$ cat src/rtl/bba_pkg.sv
// ----------------------------------------------------------------------------
// bba_pkg
// shared types and constants of the block bitmap allocator
// ----------------------------------------------------------------------------
package bba_pkg;

   localparam int IDX_W      = 12;
   localparam int CNT_OUT_W  = 13;
   localparam int RSV_W      = 12;
   localparam int CSR_DATA_W = 13;

   localparam logic [CSR_DATA_W-1:0] NUM_BLOCKS_RESET = 13'd4096;

   // commands carried by a request beat
   typedef enum logic [1:0] {
      CMD_FORMAT,
      CMD_ALLOC,
      CMD_FREE,
      CMD_MARK
   } cmd_type;

   // result codes
   typedef enum logic [1:0] {
      STAT_DONE,
      STAT_NO_FREE,
      STAT_RANGE,
      STAT_ALREADY
   } status_type;

   // configuration register indexes
   typedef enum logic [0:0] {
      CSR_NUM_BLOCKS,
      CSR_RESERVED_LAST
   } csr_index_type;

   typedef struct packed {
      cmd_type           cmd;
      logic [IDX_W-1:0]  req_index;
   } req_data_type;

   typedef struct packed {
      status_type            status;
      logic [IDX_W-1:0]      block_index;
      logic [CNT_OUT_W-1:0]  free_count;
   } rsp_data_type;

   typedef enum logic [1:0] {
      ST_IDLE,
      ST_CHECK,
      ST_SCAN,
      ST_RESPOND
   } state_type;

   // controller to datapath
   typedef struct packed {
      logic start;
      logic format;
      logic scan;
      logic finish;
      logic emit;
   } ctl_cmd_type;

   // datapath to controller
   typedef struct packed {
      logic is_format;
      logic early;
      logic scan_done;
      logic rsp_busy;
   } ctl_stat_type;

endpackage

$ cat src/rtl/bba_ctrl.sv
// ----------------------------------------------------------------------------
// bba_ctrl
// command sequencer of the block bitmap allocator
// ----------------------------------------------------------------------------
module bba_ctrl
   import bba_pkg::*;
(
   input  logic         clock,
   input  logic         reset,
   input  logic         req_valid,
   output logic         req_stall,
   input  ctl_stat_type stat,
   output ctl_cmd_type  ctl
);

   state_type state_ff;
   state_type state_in;

   always_ff @(posedge clock) begin
      if (reset) begin
         state_ff <= ST_IDLE;
      end else begin
         state_ff <= state_in;
      end
   end

   always_comb begin
      state_in  = state_ff;
      ctl       = '0;
      req_stall = 1'b1;
      case (state_ff)
         ST_IDLE: begin
            req_stall = 1'b0;
            if (req_valid) begin
               ctl.start = 1'b1;
               state_in  = ST_CHECK;
            end
         end
         ST_CHECK: begin
            if (stat.is_format) begin
               ctl.format = 1'b1;
               state_in   = ST_RESPOND;
            end else if (stat.early) begin
               ctl.finish = 1'b1;
               state_in   = ST_RESPOND;
            end else begin
               state_in = ST_SCAN;
            end
         end
         ST_SCAN: begin
            ctl.scan = 1'b1;
            if (stat.scan_done) begin
               ctl.finish = 1'b1;
               state_in   = ST_RESPOND;
            end
         end
         ST_RESPOND: begin
            if (!stat.rsp_busy) begin
               ctl.emit = 1'b1;
               state_in = ST_IDLE;
            end
         end
         default: begin
            state_in = ST_IDLE;
         end
      endcase
   end

endmodule

$ cat config.mk
export PLATFORM = sky130hd
export DESIGN_NAME = bba_ctrl
export DESIGN_NICKNAME = d
export VERILOG_FILES = /design/src/rtl/bba_pkg.sv /design/src/rtl/bba_ctrl.sv
export SDC_FILE = /design/constraint.sdc
export NUM_CORES = 1
export LEC_CHECK = 0
export ABC_CLOCK_PERIOD_IN_PS = 1600
export BUFFER_PORTS_ARGS = -buffer_cell sky130_fd_sc_hd__buf_2
export CELL_PAD_IN_SITES_DETAIL_PLACEMENT = 1
export CELL_PAD_IN_SITES_GLOBAL_PLACEMENT = 1
export CORE_AREA = 2 2 39 41
export CTS_CLUSTER_SIZE = 30
export DETAILED_ROUTE_END_ITERATION = 16
export DIE_AREA = 0 0 41 43
export PLACE_DENSITY = 0.62
export RECOVER_POWER = 100
export SLEW_MARGIN = 20
export SYNTH_ARGS = -nofsm -noshare
export SYNTH_HDL_FRONTEND = slang
export SYNTH_SLANG_ARGS = --single-unit
$ cat constraint.sdc
create_clock -name clock -period 1.6 [get_ports clock]
set_clock_uncertainty 0.15 [all_clocks]
set_input_delay 0.08 -clock clock [delete_from_list [all_inputs] [get_ports clock]]
set_output_delay 0.08 -clock clock [all_outputs]
set_load 0.1 [all_outputs]
Word-level counts from Yosys, hierarchy flattened
Index checks and enable logic that the tools add are counted.

Register bits after elaboration: 2. Bits of input ports: 7. Word-level logic and storage cells: 27.

Eq/ne operators: 6. Multiplexer cells: 18. Reductions and logical operators: 2.

Operators by type and width (count): $mux W1 (12); $mux W2 (4); $pmux W2 S4 (1); $ne A2 B2 Y1 const B (3); $eq A2 B2 Y1 const B (2); $reduce_and A3 Y1 (1); $eq A2 B1 Y1 const B (1); $logic_not A2 Y1 (1); $pmux W1 S2 (1).

Longest topological paths before layout
Gate-level depths: netlist of run 1.

Word-level depth: 3. Depth in mapped cells: 5. Depth with buffers taken out: 5.

Least setup slack after synthesis of run 1
Ideal clock, no wire load.

Path type: flip-flop to output port. From: register state_ff[0]. To: output ctl[1] in the netlist's numbering. Arrival time: 2.829 ns. Required time: 1.370 ns. Slack: -1.459 ns. Cell stages (with the launch flop): 5. Path through: dfxtp_1 inv_2 ha_1 nand2_1 a21boi_1.

RTL lines: start: declaration (line bba_ctrl.sv:16) `state_type state_ff;`; start signal: assignment (line bba_ctrl.sv:23) `state_ff <= state_in;`; end: declaration (line bba_ctrl.sv:13) `output ctl_cmd_type ctl`.

==> results of run 1 <==
==> worst reg2reg max path, delay by kind of cell, from the launching register on <==
kind / cells / cell delay [ns]
AO/OA/AOI/OAI: 2 / 0.38
adder cells (fa/ha/maj): 1 / 0.21
AND/OR/NAND/NOR: 1 / 0.11
flip-flops: 1 / 0.30
buffers and inverters: 1 / 0.15
==> layout make-up <==
class / instances / area (sq um)
multi-input cells: 23 / 285
clock buffers: 3 / 22.5
well taps: 16 / 20.0
repair buffers: 16 / 158
fillers: 160 / 841
flip-flops and latches: 2 / 43.8
inverters: 3 / 13.8
==> worst min path at each step <==
stage,startpoint,end,slack [ns],depth (start not counted)
2_1_floorplan,reset,state_ff[0],-0.01,1
3_3_place_gp,reset,state_ff[0],0.11,2
3_5_place_dp,reset,state_ff[0],0.11,2
4_1_cts,stat[0],state_ff[0],0.06,4
5_1_grt,stat[0],state_ff[0],0.09,4
6_report,stat[0],state_ff[0],0.07,4
==> per-stage QoR <==
stage | hold slack, ns | area, sq um | TNS [ns] | setup WS [ns] | util
6_report | 0.0674 | 543 | 0 | 0.0576 | 0.392
3_5_place_dp | 0.111 | 490 | 0 | 0.178 | 0.354
2_1_floorplan | -0.0112 | 313 | -0.106 | -0.0926 | -
3_3_place_gp | 0.110 | 490 | 0 | 0.194 | 0.354
5_1_grt | 0.0904 | 543 | -0.00460 | -0.00460 | 0.392
4_1_cts | 0.0598 | 536 | 0 | 0.0253 | 0.387
==> placed cells by master, fill, tap and decap left out, drive strengths merged <==
master | synthesis | layout
o21a | 1 | 1
nor2b | 1 | 1
a221oi | 1 | 1
and2 | 2 | 2
nand2 | 2 | 2
a21oi | 1 | 1
and3 | 1 | 1
a21boi | 1 | 1
nor3 | 1 | 1
dfxtp | 2 | 2
buf | 0 | 13
clkbuf | 0 | 5
ha | 6 | 6
o2111ai | 1 | 1
dlygate4sd3 | 0 | 1
nand4 | 1 | 1
a31o | 1 | 1
nand2b | 2 | 2
inv | 3 | 3
nand3b | 1 | 1
==> cell families after synthesis <==
logic type      Yosys count  share of synthesized area
simple gates             11                      0.318
compound gates            6                      0.217
fa+ha+maj                 6                      0.276
buf+inv                   3                     0.0415
flops                     2                      0.147
==> layer usage <==
| layer | vias up | wire [microns] |
|---|---|---|
| met1 | 125 | 253 |
| met4 | 0 | 0 |
| met5 | - | 0 |
| li1 | 136 | - |
| met2 | 10 | 339 |
| met3 | 0 | 52 |
==> timing repair <==
| action | CTS | global route |
|---|---|---|
| gates resized for setup | 2 | 4 |
| setup endpoints to repair | 1 | 1 |
| hold buffers | 1 | 0 |
| buffers inserted | 0 | 2 |
| pin swaps | 0 | 2 |
| hold endpoints to repair | 2 | 0 |
==> results by group, run 1 <==
STA
  – Slew HR: 0.800
  – Fmax: 648 MHz
  – Fin. Hold Viols: 0
  – Final Max Tran Viols: 0
  – Min Tclk post-route: between 1.5 and 2 ns
  – Setup-failing EPs final: 0
  – Crit share post-route: 0.964
  – Slew @ Worst Pin: 0.302 ns

Worst hold path
  – Hold Crit Class: input pin to register

Worst setup path
  – R2R cell count: 5
  – Crit path depth: 4
  – CP top delay family: flip-flops
  – Crit Path Max Fanout: 5
  – CP required: 1.37 ns
  – Crit path buf inv count: 2
  – Critical Path End Type: output port
  – Worst flop-to-flop path startpoint: state_ff[1]
  – Crit path DAT: roughly 1.3 ns
  – CP Cell Sequence: inv_4 > ha_4 > a21boi_4 > buf_12
  – FF-to-FF setup slack: roughly 0.22 ns
  – Critical path endpoint: ctl[1]
  – Crit Reg-Reg Endpoint: state_ff[0]
  – CP max stage delay: 0.38 ns
  – Max stage delay cell, worst path: dfxtp_4
  – Critical path class: register to output port
  – Critical path origin: state_ff[0]
  – Crit path launch type: register

Routing
  – DRT Pass-1 Iters: 2
  – DRC Markers: 0
  – Drt wl/cell: approximately 10 microns
  – Total wire length: 646 microns
  – DRT antenna net count: 0
  – Vias/cell: 4.30
  – 1st-iter DRT viols: 1
  – Via count: 271

Finish
  – Biggest register: state_ff
  – Synth-to-Final Area Change: 100%
  – Top flop regs: state_ff: 2 flops
  – Layout cells sized above 1: 0.723
  – Number of antenna diodes: 0
  – Max reg flops: 2
  – Final nets: between 60 and 70
  – Final Non-Filler Cells: 63

Synthesis
  – Top cells by count, synth: ha_1, and2_1, dfxtp_1, inv_1, nand2b_4
  – Synth Register Bits: 2
  – Synth top area share: 0.276
  – Syn_nets: 41
  – Post-synth top area cell: ha_1
  – Sequential area share after synthesis: 0.147
  – Mapped Avg Cell Area: 9.70 sq um
  – Post-synth ARST share: 0
  – Post-synth top flop: dfxtp_1
  – Netlist cell types: 19
  – Synth area leaders: ha_1, dfxtp_1, nand2b_4
  – Cell area after synthesis: 272 sq um
  – Yosys warns: 0
  – Post-synth EDFFs: 0
  – Most common cell in the netlist: ha_1
  – Post-synthesis cell count: 28

CTS
  – Clk_lat worst skew: around 0.23 ns
  – Longest Clk Path Bufs: 2
  – CTS tree: yes
  – Clock Sinks: 2
  – CTS buffer count: 3
  – H-tree lvl count: 1
  – Clock Root Buffer: clkbuf_4
  – Clock transition at path regs: 0.03 ns

GRT
  – Met2 GRT Util: 0.134
  – Initial antenna violation count: 0
  – Largest net degree at the start of global routing: 6
  – Number of global-route vias before repair: 269
  – GR peak layer: met2
  – GR Overflow Total: 0
  – Met3 Resource Use GR: 0.0628
  – GR Util met1: 0.0987
  – First-pass GRT wire length: 1.05 mm
  – GRT Util Overall: 0.0921

Run
  – # Max-Cap Violations: 0

Floorplan
  – Starting Density: 0.196
  – Core area: 1380 sq um
  – IO Pins: 13
  – Row cnt: 14
  – Die area: 1760 sq um
  – Chip height: 43 microns
  – Die X-Extent: 41 microns

Status
  – Status: complete, no violations

Placed design
  – IO Port Bufs: 12
  – Dpl cells: 57
  – Detailed placement HPWL: 534 microns
  – Gpl congestion: 0.712
Power of run 1 is not shown: default switching activity piles up to over one toggle a cycle in this logic, so the estimate is an artifact.
==> inputs of run 2 (changes only) <==
--- a/config.mk
+++ b/config.mk
@@ -6,7 +6,7 @@
 export NUM_CORES = 1
 export LEC_CHECK = 0
 export ABC_CLOCK_PERIOD_IN_PS = 1600
-export BUFFER_PORTS_ARGS = -buffer_cell sky130_fd_sc_hd__buf_2
+export BUFFER_PORTS_ARGS = -buffer_cell sky130_fd_sc_hd__clkbuf_2
 export CELL_PAD_IN_SITES_DETAIL_PLACEMENT = 1
 export CELL_PAD_IN_SITES_GLOBAL_PLACEMENT = 1
 export CORE_AREA = 2 2 39 41
==> constraint.sdc (replaced) <==
create_clock -name clock -period 1.6 [get_ports clock]
set_clock_uncertainty 0.15 [all_clocks]
set_input_delay 0.08 -clock clock [delete_from_list [all_inputs] [get_ports clock]]
set_output_delay 0.08 -clock clock [all_outputs]
set_load 0.02 [all_outputs]
==> run 2 against run 1 <==
Net effect:
- wire length decreased by 16%
- clock-buffer cell count is the same
- final cell count decreased by 3.2%
- flip-flop and latch count stayed put
- register-to-register slack lost 0.05 ns
- hold slack improved by 0.0054 ns
- fmax grew 2.7%
- highest routed layer unchanged
- die area unchanged
- non-clock buffer count shrank 2
- first-iteration DRC count grew to 8.0 times the previous value
- final area decreased by 31%
==> results by group, run 2 (synthesis gave the netlist of run 1 again) <==
Floorplan
  – Core area: 1380 sq um
  – Chip height: 43 microns
  – Die X-Extent: 41 microns
  – Row cnt: 14
  – Starting Density: 0.196
  – Die area: 1760 sq um
  – IO Pins: 13

GRT
  – Largest net degree at the start of global routing: 6
  – Number of global-route vias before repair: 223
  – Initial antenna violation count: 0
  – GRT Util Overall: 0.0721
  – First-pass GRT wire length: between 800 and 900 microns
  – GR Overflow Total: 0

Placed design
  – Dpl cells: 57
  – Detailed placement HPWL: 494 microns
  – Gpl congestion: 0.646
  – IO Port Bufs: 12

Power and ir drop
  – Combinational Power Share: 0.686
  – Clock power share: 0.165
  – Internal power: 0.350 mW
  – Pleak: 0.174 nW
  – Pwr Density: 1710 nW/um^2
  – VDD IR max: 0.364 mV
  – Reg power frac: 0.149
  – Sw frac: 0.456
  – Sw Pwr: 0.293 mW

STA
  – Min Tclk post-route: 1.50 ns
  – Fmax: 666 MHz
  – Fin. Hold Viols: 0
  – Final Max Tran Viols: 0
  – Setup TNS: 0 ns
  – Slew HR: 0.834
  – RSZ-0062 raised after global routing: false
  – Slew @ Worst Pin: 0.250 ns
  – Crit share post-route: 0.939
  – Setup-failing EPs final: 0

Worst setup path
  – CP required: 1.37 ns
  – Critical Path End Type: output port
  – Crit path buf inv count: 2
  – Crit path launch type: register
  – CP max stage delay: 0.32 ns
  – CP Cell Sequence: inv_1 > ha_1 > a21boi_1 > buf_2
  – FF-to-FF setup slack: 0.17 ns
  – CP top delay family: flip-flops
  – Crit path DAT: 1.27 ns
  – Crit Path Max Fanout: 5
  – Critical path class: register to output port
  – Max stage delay cell, worst path: dfxtp_1

CTS
  – Clk_lat worst skew: 0.22 ns
  – Longest Clk Path Bufs: 2
  – Clock transition at path regs: around 0.030 ns
  – CTS tree: yes
  – Post-CTS Setup Inserts: 0
  – Clock Root Buffer: clkbuf_4
  – CTS buffer count: 3
  – H-tree lvl count: 1
  – Clock Sinks: 2

Finish
  – Top flop regs: state_ff: 2 flops
  – Layout cells sized above 1: 0.400
  – Final nets: 60
  – Number of antenna diodes: 0
  – Commonest cells after routing, fill and taps aside: ha_1, clkbuf_2, clkbuf_1, clkbuf_4
  – Biggest register: state_ff
  – Synth-to-Final Area Change: 38.2%
  – Final Non-Filler Cells: slightly above 60
  – Max reg flops: 2

Routing
  – Vias/cell: 4.18
  – Total wire length: 541 microns
  – 1st-iter DRT viols: 8
  – DRT antenna net count: 0
  – Drt wl/cell: 8.87 microns
  – Via count: 255
  – DRT Pass-1 Iters: 2
  – DRC Markers: 0

Status
  – Status: complete, no violations

Worst hold path
  – Hold Crit Class: input pin to register

Run
  – # Max-Cap Violations: 0
run 2: cell count changes in the layout (fill, tap and decap cells not counted), sizes merged:
cell    previous run  this run
buf               13         2
clkbuf             5        14
run 2: power by group through the flow:
stage	Clock [mW]	Combinational (mW)	Sequential (mW)
2_1_floorplan	0	0.360	0.0981
3_3_place_gp	0	0.490	0.0917
3_5_place_dp	0	0.491	0.0950
4_1_cts	0.113	0.494	0.0942
5_1_grt	0.122	0.494	0.0986
6_report	0.106	0.441	0.0961
run 2: timing repair:
action / in CTS / in global routing
hold buffers: 1 / 0
endpoints found under the setup margin: 0 / 1
hold endpoints to repair: 2 / 0
resized for setup: 0 / 2
run 2: tightest hold or removal path, cell delays in order:
cell and delay, ns:
clkbuf_2 0.10, nand2_2 0.08, o2111ai_2 0.07, a221oi_1 0.07
run 2: layer usage:
layer | vias up | global-route usage | share of wire
li1 | 132 | - | -
met1 | 116 | 0.0732 | 0.47
met2 | 7 | 0.106 | 0.47
met3 | 0 | 0.0471 | 0.057
met4 | 0 | 0.0400 | 0
met5 | - | 0 | 0
run 2: per-stage QoR:
step                hold WS, ns  power, mW  cell area, sq um  worst slack [ns]  utilization
floorplan              -0.00375      0.459               272             0.113            -
global placement          0.122      0.582               359             0.153        0.259
detailed placement        0.124      0.586               359             0.139        0.259
CTS                      0.0726      0.701               392           0.00907        0.283
global route             0.0990      0.714               375          0.000967        0.271
finish                   0.0729      0.644               375            0.0984        0.271
run 2: worst paths after layout:
check	start	to	cells past startpoint
max	state_ff[1]	ctl[1]	4
min	stat[0]	state_ff[0]	4
max reg2reg	state_ff[1]	state_ff[0]	5
min reg2reg	state_ff[0]	state_ff[0]	2
run 2: final cells by class:
class | instances | area [sq um]
fill | 175 | 1010
tap | 16 | 20.0
inverter | 3 | 11.3
clock buffer | 3 | 22.5
multi-input combinational | 23 | 209
sequential | 2 | 41.3
timing repair buffer | 14 | 71.3
No activity file was read; power rests on OpenSTA's default activity.
==> inputs of run 3 (changes only) <==
--- a/config.mk
+++ b/config.mk
@@ -14,7 +14,7 @@
 export DETAILED_ROUTE_END_ITERATION = 16
 export DIE_AREA = 0 0 41 43
 export PLACE_DENSITY = 0.62
-export RECOVER_POWER = 100
+export RECOVER_POWER = 25
 export SLEW_MARGIN = 20
 export SYNTH_ARGS = -nofsm -noshare
 export SYNTH_HDL_FRONTEND = slang
==> run 3 against run 2 <==
Net effect:
- hold slack worse by 0.0091 ns
- largest power group unchanged
- global-route usage unchanged
- clock power about the same
- die area unchanged
- final cell count unchanged
- combinational power up 8.8%
- setup slack about the same
- utilization up 1.2 points
- wire length down 0.74%
- clock-buffer cell count unchanged
==> results by group, run 3 (synthesis gave the netlist of run 1 again) <==
Finish
  – Area of the multi-input gates: 220 sq um
  – Biggest register: state_ff
  – Layout cells sized above 1: 0.511
  – Synth-to-Final Area Change: 44.2%
  – Utilization after layout: 0.283
  – Number of antenna diodes: 0
  – Final nets: 60
  – Most common cell after layout, fill and taps aside: clkbuf_2
  – # fillers: 174
  – Register area: 41.3 sq um
  – Commonest cells after routing, fill and taps aside: clkbuf_2, ha_1, clkbuf_4
  – Top flop regs: state_ff: 2 flops
  – Final Non-Filler Cells: 61
  – Final instance area: 392 sq um
  – Max reg flops: 2

Worst hold path
  – Hold endpoint: state_ff[0]
  – Hold path depth: 4
  – HP Start: stat[0]
  – Hold Crit Class: input pin to register

Floorplan
  – Die X-Extent: 41 microns
  – Die area: 1760 sq um
  – IO Pins: 13
  – Starting Density: 0.196
  – Chip height: 43 microns
  – Row cnt: 14
  – Core area: approximately 1400 sq um

GRT
  – First-pass GRT wire length: 821 microns
  – GRT Util Overall: 0.0721
  – Number of global-route vias before repair: 223
  – Largest net degree at the start of global routing: 6
  – GR Overflow Total: 0
  – Initial antenna violation count: 0

Placed design
  – Gpl congestion: 0.646
  – IO Port Bufs: 12
  – Post-place setup slack: around 0.14 ns
  – Detailed placement HPWL: approximately 500 microns
  – Dpl cells: 57
  – Placed Area: 359 sq um

STA
  – Min Tclk post-route: about 1.5 ns
  – Worst Slack Setup Final: 0.0982 ns
  – Slew @ Worst Pin: around 0.25 ns
  – Setup-failing EPs final: 0
  – Fin. Hold Viols: 0
  – RSZ-0062 raised after global routing: false
  – Crit share post-route: 0.939
  – Final Max Tran Viols: 0
  – Setup TNS: 0 ns
  – Slew HR: 0.834
  – Fmax: 666 MHz
  – WHS: 0.0638 ns

Routing
  – Drt wl/cell: 8.80 microns
  – DRT antenna net count: 0
  – DRC Markers: 0
  – DRT Pass-1 Iters: 2
  – Vias/cell: 4.15
  – 1st-iter DRT viols: 8
  – Via count: 253
  – Total wire length: 537 microns

Worst setup path
  – CP top delay family: flip-flops
  – Crit Reg-Reg Endpoint: state_ff[0]
  – CP max stage delay: roughly 0.32 ns
  – R2R cell count: 5
  – Max stage delay cell, worst path: dfxtp_1
  – Critical path class: register to output port
  – CP Cell Sequence: inv_1 > ha_1 > a21boi_1 > buf_2
  – Crit Path Max Fanout: 5
  – Critical Path End Type: output port
  – Crit path DAT: 1.27 ns
  – Crit path buf inv count: 2
  – Worst flop-to-flop path startpoint: state_ff[0]
  – CP required: 1.37 ns
  – FF-to-FF setup slack: 0.20 ns
  – Crit path launch type: register

CTS
  – Clock Sinks: 2
  – Clk_lat worst skew: 0.22 ns
  – Clock Root Buffer: clkbuf_4
  – CTS buffer count: 3
  – CTS tree: yes
  – Longest Clk Path Bufs: 2
  – H-tree lvl count: 1
  – Clock transition at path regs: 0.03 ns

Power and ir drop
  – Internal power: 0.373 mW
  – Sw Pwr: 0.310 mW
  – VDD IR max: 0.364 mV
  – Combinational Power Share: 0.703
  – Power Total: 0.682 mW
  – Sw frac: 0.454
  – Pwr Density: approximately 1700 nW/um^2
  – Clock power share: 0.156
  – Reg power frac: 0.141
  – Pleak: 0.194 nW

Run
  – # Max-Cap Violations: 0

Status
  – Status: complete, no violations
-- run 3: how the worst max path moves through the flow --
stage | start | to | slack, ns | cells after the start
finish | state_ff[1] | ctl[1] | 0.1 | 4
floorplan | state_ff[0] | state_ff[0] | 0.11 | 5
global placement | state_ff[0] | state_ff[0] | 0.15 | 5
CTS | state_ff[0] | ctl[1] | 0.009 | 4
global route | state_ff[1] | ctl[1] | 0.001 | 4
detailed placement | state_ff[0] | state_ff[0] | 0.14 | 5
-- run 3: layout make-up --
type,count,share of cell area
Timing Repair Buffer,14,0.195
Clock buffer,3,0.0575
Tap cell,16,0.0511
Inverter,3,0.0288
Multi-Input combinational cell,23,0.562
Sequential cell,2,0.105
-- run 3: repair_timing --
item,4_1_cts,5_1_grt
endpoints found under the hold margin,2,0
hold buffers,1,0
buffers inserted,0,0
endpoints found under the setup margin,0,1
resized for setup,0,2
-- run 3: power groups by stage --
stage                     Sequential, mW  Combinational, mW  Clock, mW
final                             0.0961              0.480      0.106
after global placement            0.0917              0.490          0
after global routing              0.0986              0.537      0.122
after detailed placement          0.0950              0.491          0
after floorplan                   0.0981              0.360          0
after CTS                         0.0942              0.494      0.113
-- run 3: metal layers --
layer  GRT usage  wire length, microns  up-vias  share of wire
met5           0                     0        -              0
met2       0.106                   254        7           0.47
li1            -                     -      132              -
met3      0.0471                    29        0          0.054
met1      0.0732                   253      114           0.47
met4      0.0400                     0        0              0
-- run 3: worst register-to-register path, delay by kind of cell, from the launching register on --
kind,cells,cell delay [ns]
flops,1,0.35
fa+ha+maj,1,0.25
buf+inv,1,0.07
simple gates,1,0.11
compound gates,2,0.39
